===== config.mk =====
export PLATFORM = sky130hd
export DESIGN_NAME = brb_front
export DESIGN_NICKNAME = d
export VERILOG_FILES = /design/src/brb_pkg.sv /design/src/brb_front.sv
export SDC_FILE = /design/constraint.sdc
export NUM_CORES = 1
export LEC_CHECK = 0
export BUFFER_PORTS_ARGS = -buffer_cell sky130_fd_sc_hd__buf_2
export CORE_UTILIZATION = 50
export DETAILED_ROUTE_END_ITERATION = 8
export PLACE_DENSITY_LB_ADDON = 0.2
export SYNTH_ARGS = -nofsm -noshare
export SYNTH_HDL_FRONTEND = slang
export SYNTH_SLANG_ARGS = --single-unit

===== constraint.sdc =====
create_clock -name clk -period 2.07 [get_ports clk]
set_clock_uncertainty 0.15 [all_clocks]
set_input_delay 0.621 -clock clk [delete_from_list [all_inputs] [get_ports clk]]
set_output_delay 0.621 -clock clk [all_outputs]
set_load 0.02 [all_outputs]

===== src/brb_pkg.sv =====
// ----------------------------------------------------------------------------
// Byte ring buffer package
// Item kinds, the command record that the front end hands to the back end,
// and the fixed field widths of the block.
// ----------------------------------------------------------------------------
package brb_pkg;

    localparam int unsigned REQ_W   = 7;
    localparam int unsigned COUNT_W = 9;

    // The per-burst store count saturates at the top of its field.
    localparam logic [COUNT_W-1:0] BURST_MAX = 9'd511;

    typedef enum logic [1:0] {
        KIND_WRITE = 2'd0,
        KIND_READ  = 2'd1,
        KIND_PEEK  = 2'd2,
        KIND_CLEAR = 2'd3
    } kind_t;

    typedef struct packed {
        kind_t            kind;
        logic [7:0]       data_byte;
        logic             burst_end;
        logic [REQ_W-1:0] req_len;
    } cmd_t;

endpackage


===== src/brb_front.sv =====
// ----------------------------------------------------------------------------
// Byte ring buffer front end
// Accepts items, decodes the kind, clamps the request length and queues the
// resulting commands for the back end in a two-entry queue.
// ----------------------------------------------------------------------------
module brb_front #(
    parameter int unsigned MAX_REQUEST = 64
) (
    input  logic                      clk,
    input  logic                      rst_n,
    input  logic                      start,
    input  logic [1:0]                kind,
    input  logic [7:0]                data_byte,
    input  logic                      burst_end,
    input  logic [brb_pkg::REQ_W-1:0] request_length,
    output logic                      busy,
    output logic                      cmd_valid,
    output brb_pkg::cmd_t             cmd,
    input  logic                      cmd_ready
);

    localparam logic [brb_pkg::REQ_W-1:0] REQ_CAP = brb_pkg::REQ_W'(MAX_REQUEST);

    brb_pkg::cmd_t q_mem [2];
    logic          wr_ptr_reg, wr_ptr_next;
    logic          rd_ptr_reg, rd_ptr_next;
    logic [1:0]    cnt_reg, cnt_next;

    brb_pkg::cmd_t new_cmd;
    logic          push;
    logic          pop;

    // Classify the incoming item; only reads and peeks use the length.
    always_comb
    begin
        new_cmd.kind      = brb_pkg::kind_t'(kind);
        new_cmd.data_byte = data_byte;
        new_cmd.burst_end = burst_end;
        new_cmd.req_len   = (request_length > REQ_CAP) ? REQ_CAP : request_length;
    end

    assign busy      = (cnt_reg == 2'd2);
    assign push      = start && !busy;
    assign cmd_valid = (cnt_reg != 2'd0);
    assign pop       = cmd_valid && cmd_ready;
    assign cmd       = q_mem[rd_ptr_reg];

    always_comb
    begin
        wr_ptr_next = push ? !wr_ptr_reg : wr_ptr_reg;
        rd_ptr_next = pop ? !rd_ptr_reg : rd_ptr_reg;
        cnt_next    = cnt_reg + 2'(push) - 2'(pop);
    end

    always_ff @(posedge clk)
    begin
        if (push)
        begin
            q_mem[wr_ptr_reg] <= new_cmd;
        end
    end

    always_ff @(posedge clk or negedge rst_n)
    begin
        if (!rst_n)
        begin
            wr_ptr_reg <= 1'b0;
            rd_ptr_reg <= 1'b0;
            cnt_reg    <= 2'd0;
        end
        else
        begin
            wr_ptr_reg <= wr_ptr_next;
            rd_ptr_reg <= rd_ptr_next;
            cnt_reg    <= cnt_next;
        end
    end

endmodule


## After elaboration in Yosys (flattened, before gate mapping)

Memory sizes are Yosys's and may differ from the RTL's.
Index checks and enable logic that the tools add are counted.

| word-level totals | value |
|---|---|
| flip-flop bits (word level) | 4 |
| memories | 1 |
| RAM bits | 36 |
| output and inout port bits | 20 |
| bits in read-only memories | 0 |
| input bits | 22 |
| latch bits | 0 |
| word-level logic and storage cells | 17 |

Memory list:

| name | words | width | read ports | clocked after Yosys merged registers in | write ports | line | text |
|---|---|---|---|---|---|---|---|
| q_mem | 2 | 18 | 1 | 0 | 1 | brb_front.sv:24 | `brb_pkg::cmd_t q_mem [2];` |

| cells by class | value |
|---|---|
| div/mod/pow operators | 0 |
| multiply operators | 0 |
| bitwise operators | 0 |
| shifts and indexed selects | 0 |
| reductions and logical operators | 6 |
| $lt $le $gt $ge | 1 |
| equal/unequal tests | 1 |
| $add $sub $neg | 2 |
| multiplexer cells | 3 |

Operator list:

| kind | number |
|---|---|
| 7-bit > comparator (second input constant) | 1 |
| 7-bit 2-to-1 mux | 1 |
| 1-bit logical NOT | 3 |
| 2-bit by 1-bit adder with 2-bit output | 1 |
| 2-bit equality test (second input constant) | 1 |
| 1-bit logical AND | 2 |
| 1-bit 2-to-1 mux | 2 |
| 2-bit nonzero test | 1 |
| 2-bit by 1-bit subtractor with 2-bit output | 1 |

## Logic depth before layout (Yosys ltp)

| depth | value |
|---|---|
| depth after elaboration | 5 |
| gate-level depth with buffers | 7 |
| depth with buffers taken out | 7 |

## Least setup slack after synthesis

No wires, ideal clock.

| path | value |
|---|---|
| kind | input-to-reg |
| start | input start |
| end | memory q_mem[0][0] (netlist bit), enable pin |
| library setup time | 0.392 ns |
| setup slack | 0.036 ns |
| arrival time | 1.492 ns |
| required time | 1.528 ns |
| cell stages on the path | 2 |
| buffers on the path | 0 |
| cells stage by stage | nand2_1 -> nor2_1 |

| between the ends | value |
|---|---|
| longest elaborated chain between the ends | 3 |

Ends and longest elaborated chain:

| what | line | text |
|---|---|---|
| from (decl) | brb_front.sv:11 | `input logic start,` |
| 1-bit logical AND | brb_front.sv:43 | `assign push = start && !busy;` |
| 1-bit 2-to-1 mux | brb_front.sv:57 | `if (push)` |
| 1-bit 2-to-1 mux (not written as such) | brb_front.sv:59 | `q_mem[wr_ptr_reg] <= new_cmd;` |
| to (decl) | brb_front.sv:24 |  |

Every way passes these cells.

==> impl_metrics.toml <==
[timing]
fin_crit_ns = 2.17
max_slew_margin = 0.830
maxSlewViolCount = 0
setup_viol = 18
holdWs_ns = 0.326
worst_pin_slew_ns = 0.254
hold_viol = 0
rsz0062_at_grt = "yes"
fin_ws_ns = -0.101
fmax_ghz = 0.461
period_share = 1.05

[synthesis]
yosys_warnings = 0
synth_seq_cells = 40
syn_inst = 81
ys_types = 17
seq_area_frac_synth = 0.744
syn_area_um2 = 1590
synthesis.nets = 105
syn_avg_cell_area_um2 = 19.6

[grt]
grtUsageTotal = 0.166
grt_pass1_wl_um = 3950
grt_antenna_before_repair = 0
grt_overflow = 0
grt_pass1_vias = 859
grt_max_degree = 19

[run_status]
status = "complete, but fails checks"
violations = "negative setup slack"

[clock_tree]
clk_pin_slew_ns = 0.11
insertion_delay_ns = 0.32
cts_tree = "yes"
h-tree-depth = 2
cts.path.max_buffers = 2
clock-sinks = 40
root_buffer = "clkbuf_4"
cts_buffers = 5

[die]
dieHeight_um = 58.3
dieArea_um2 = 3400
num_rows = 20
die_w_um = 58.3
pin_count = 42
core_um2 = 3030
initial_core_util = 0.524

[worst_setup_path]
cp_cell_sequence = "clkbuf_16, mux2_4, buf_6"
worst-path-max-fanout = 6
worstPathArrival_ns = 1.40
reg2reg_depth = 7
critPathKind = "flop to output pin"
cpMaxStageDelayCell = "dfrtp_2"
cp-start-kind = "flop"
max_stage_delay_ns = 0.47
crit_path_end_kind = "output pin"
required_ns = 1.30

[routing]
viasPerCell = 4.90
first_iter_violations = 15
wl_per_cell_um = 14.7
drc = 0
num_vias = 873
drt-pass1-iter-count = 4
drt_wl_total_um = 2620
drtAntennaViolNets = 0

[hold_path]
hold_path.class = "primary input to flop"
hold_depth = 1

[layout]
multiInputGateArea_um2 = 408
stdcell_area_um2 = 2110
fillers = 207
largest_reg_flops = 36
layout-drive-gt1-share = 0.552
area_growth_syn_to_layout_pct = 33.1
final_cell_mix = "edfxtp_1 (36), buf_2 (23), mux2_4 (18), buf_6 (18), nor2b_1 (6)"
mostFrequentLayoutCell = "edfxtp_1"
finish.net_count = 157
regArea_um2 = 1180
diodes = 0

[pwr]
vdd_drop_max_mv = 0.825
leakagePower_nw = 0.878
p_per_area_nw_per_um2 = 1430

[place]
numPortBuffers = 41
placed_area_um2 = 1870
gp_congestion = 0.629

[flow_run]
maxCapViolations = 0
Yosys cell counts:
cell type,n,share of area
xor2_1,1,0.0055
xnor2_1,3,0.017
and2_4,1,0.0055
dfrtp_1,4,0.063
mux2_2,9,0.064
clkbuf_1,1,0.0024
ha_1,2,0.016
or2_4,1,0.0055
buf_6,2,0.014
edfxtp_1,36,0.68
mux2_4,9,0.085
nor2_1,1,0.0024
nand2_1,1,0.0024
and3_1,1,0.0039
nand2b_1,1,0.0039
nor2b_1,6,0.024
inv_1,2,0.0047
layout make-up:
cell class                      instances  area share
Inverter                                2     0.00355
Sequential cell                        40       0.560
Clock buffer                            8      0.0231
Tap cell                               44      0.0261
Multi-Input combinational cell         36       0.193
Timing Repair Buffer                   48       0.194
timing repair:
| action | in CTS | in global routing |
|---|---|---|
| hold buffers | 1 | 0 |
| buffers inserted | 1 | 0 |
| setup endpoints to repair | 18 | 18 |
| hold endpoints to repair | 4 | 0 |
| resized for setup | 48 | 2 |
| cloned | 1 | 0 |
cell families after synthesis:
kind of cell             share of synthesized area
multiplexers                                 0.149
buffers and inverters                       0.0213
AND/OR/NAND/NOR                             0.0473
XOR/XNOR                                    0.0221
adder cells (fa/ha/maj)                     0.0158
flip-flops                                   0.744
metal layers:
| layer | up-vias | routed length (um) | track usage |
|---|---|---|---|
| met2 | 27 | 1430 | 0.282 |
| met5 | - | 0 | 0 |
| li1 | 403 | - | - |
| met1 | 438 | 1050 | 0.193 |
| met4 | 0 | 33 | 0.0816 |
| met3 | 5 | 106 | 0.0484 |
path summary, 6_finish.rpt:
path                            slack, ns                     end                   start
worst min-delay path                 0.33  q_mem[1][13]$_DFFE_PP_            data_byte[5]
worst max register to register       0.19    cnt_reg[1]$_DFF_PN0_    cnt_reg[1]$_DFF_PN0_
min in group asynchronous            0.46    cnt_reg[0]$_DFF_PN0_                   rst_n
worst max-delay path                -0.10                  cmd[2]  rd_ptr_reg$_DFFE_PN0P_
max in group asynchronous            1.17  rd_ptr_reg$_DFFE_PN0P_                   rst_n
worst min register to register       0.38  wr_ptr_reg$_DFFE_PN0P_  wr_ptr_reg$_DFFE_PN0P_
per-stage QoR:
stage / utilization / setup TNS, ns / instances / setup slack, ns / power, W
detailed placement: 0.616 / 0 / 167 / 0.155 / 0.00231
global placement: 0.616 / 0 / 167 / 0.234 / 0.00228
finish: 0.698 / -1.58 / 178 / -0.101 / 0.00302
floorplan: - / 0 / 81 / 0.0357 / 0.00199
global route: 0.698 / -2.39 / 178 / -0.145 / 0.00316
CTS: 0.697 / -2.22 / 178 / -0.137 / 0.00305
critical path: cells and delay by family, from the launching register on:
| family | cells | cell delay [ns] |
|---|---|---|
| DFF | 1 | 0.47 |
| buffers and inverters | 2 | 0.31 |
| muxes | 1 | 0.30 |
report_power, final:
part,switching (W),leakage (nW),internal (W)
clock,0.000222,0.0265,0.000136
sequential,0.0000913,0.382,0.00112
combinational,0.000652,0.469,0.000805
Power figures use the tool's default switching activity.
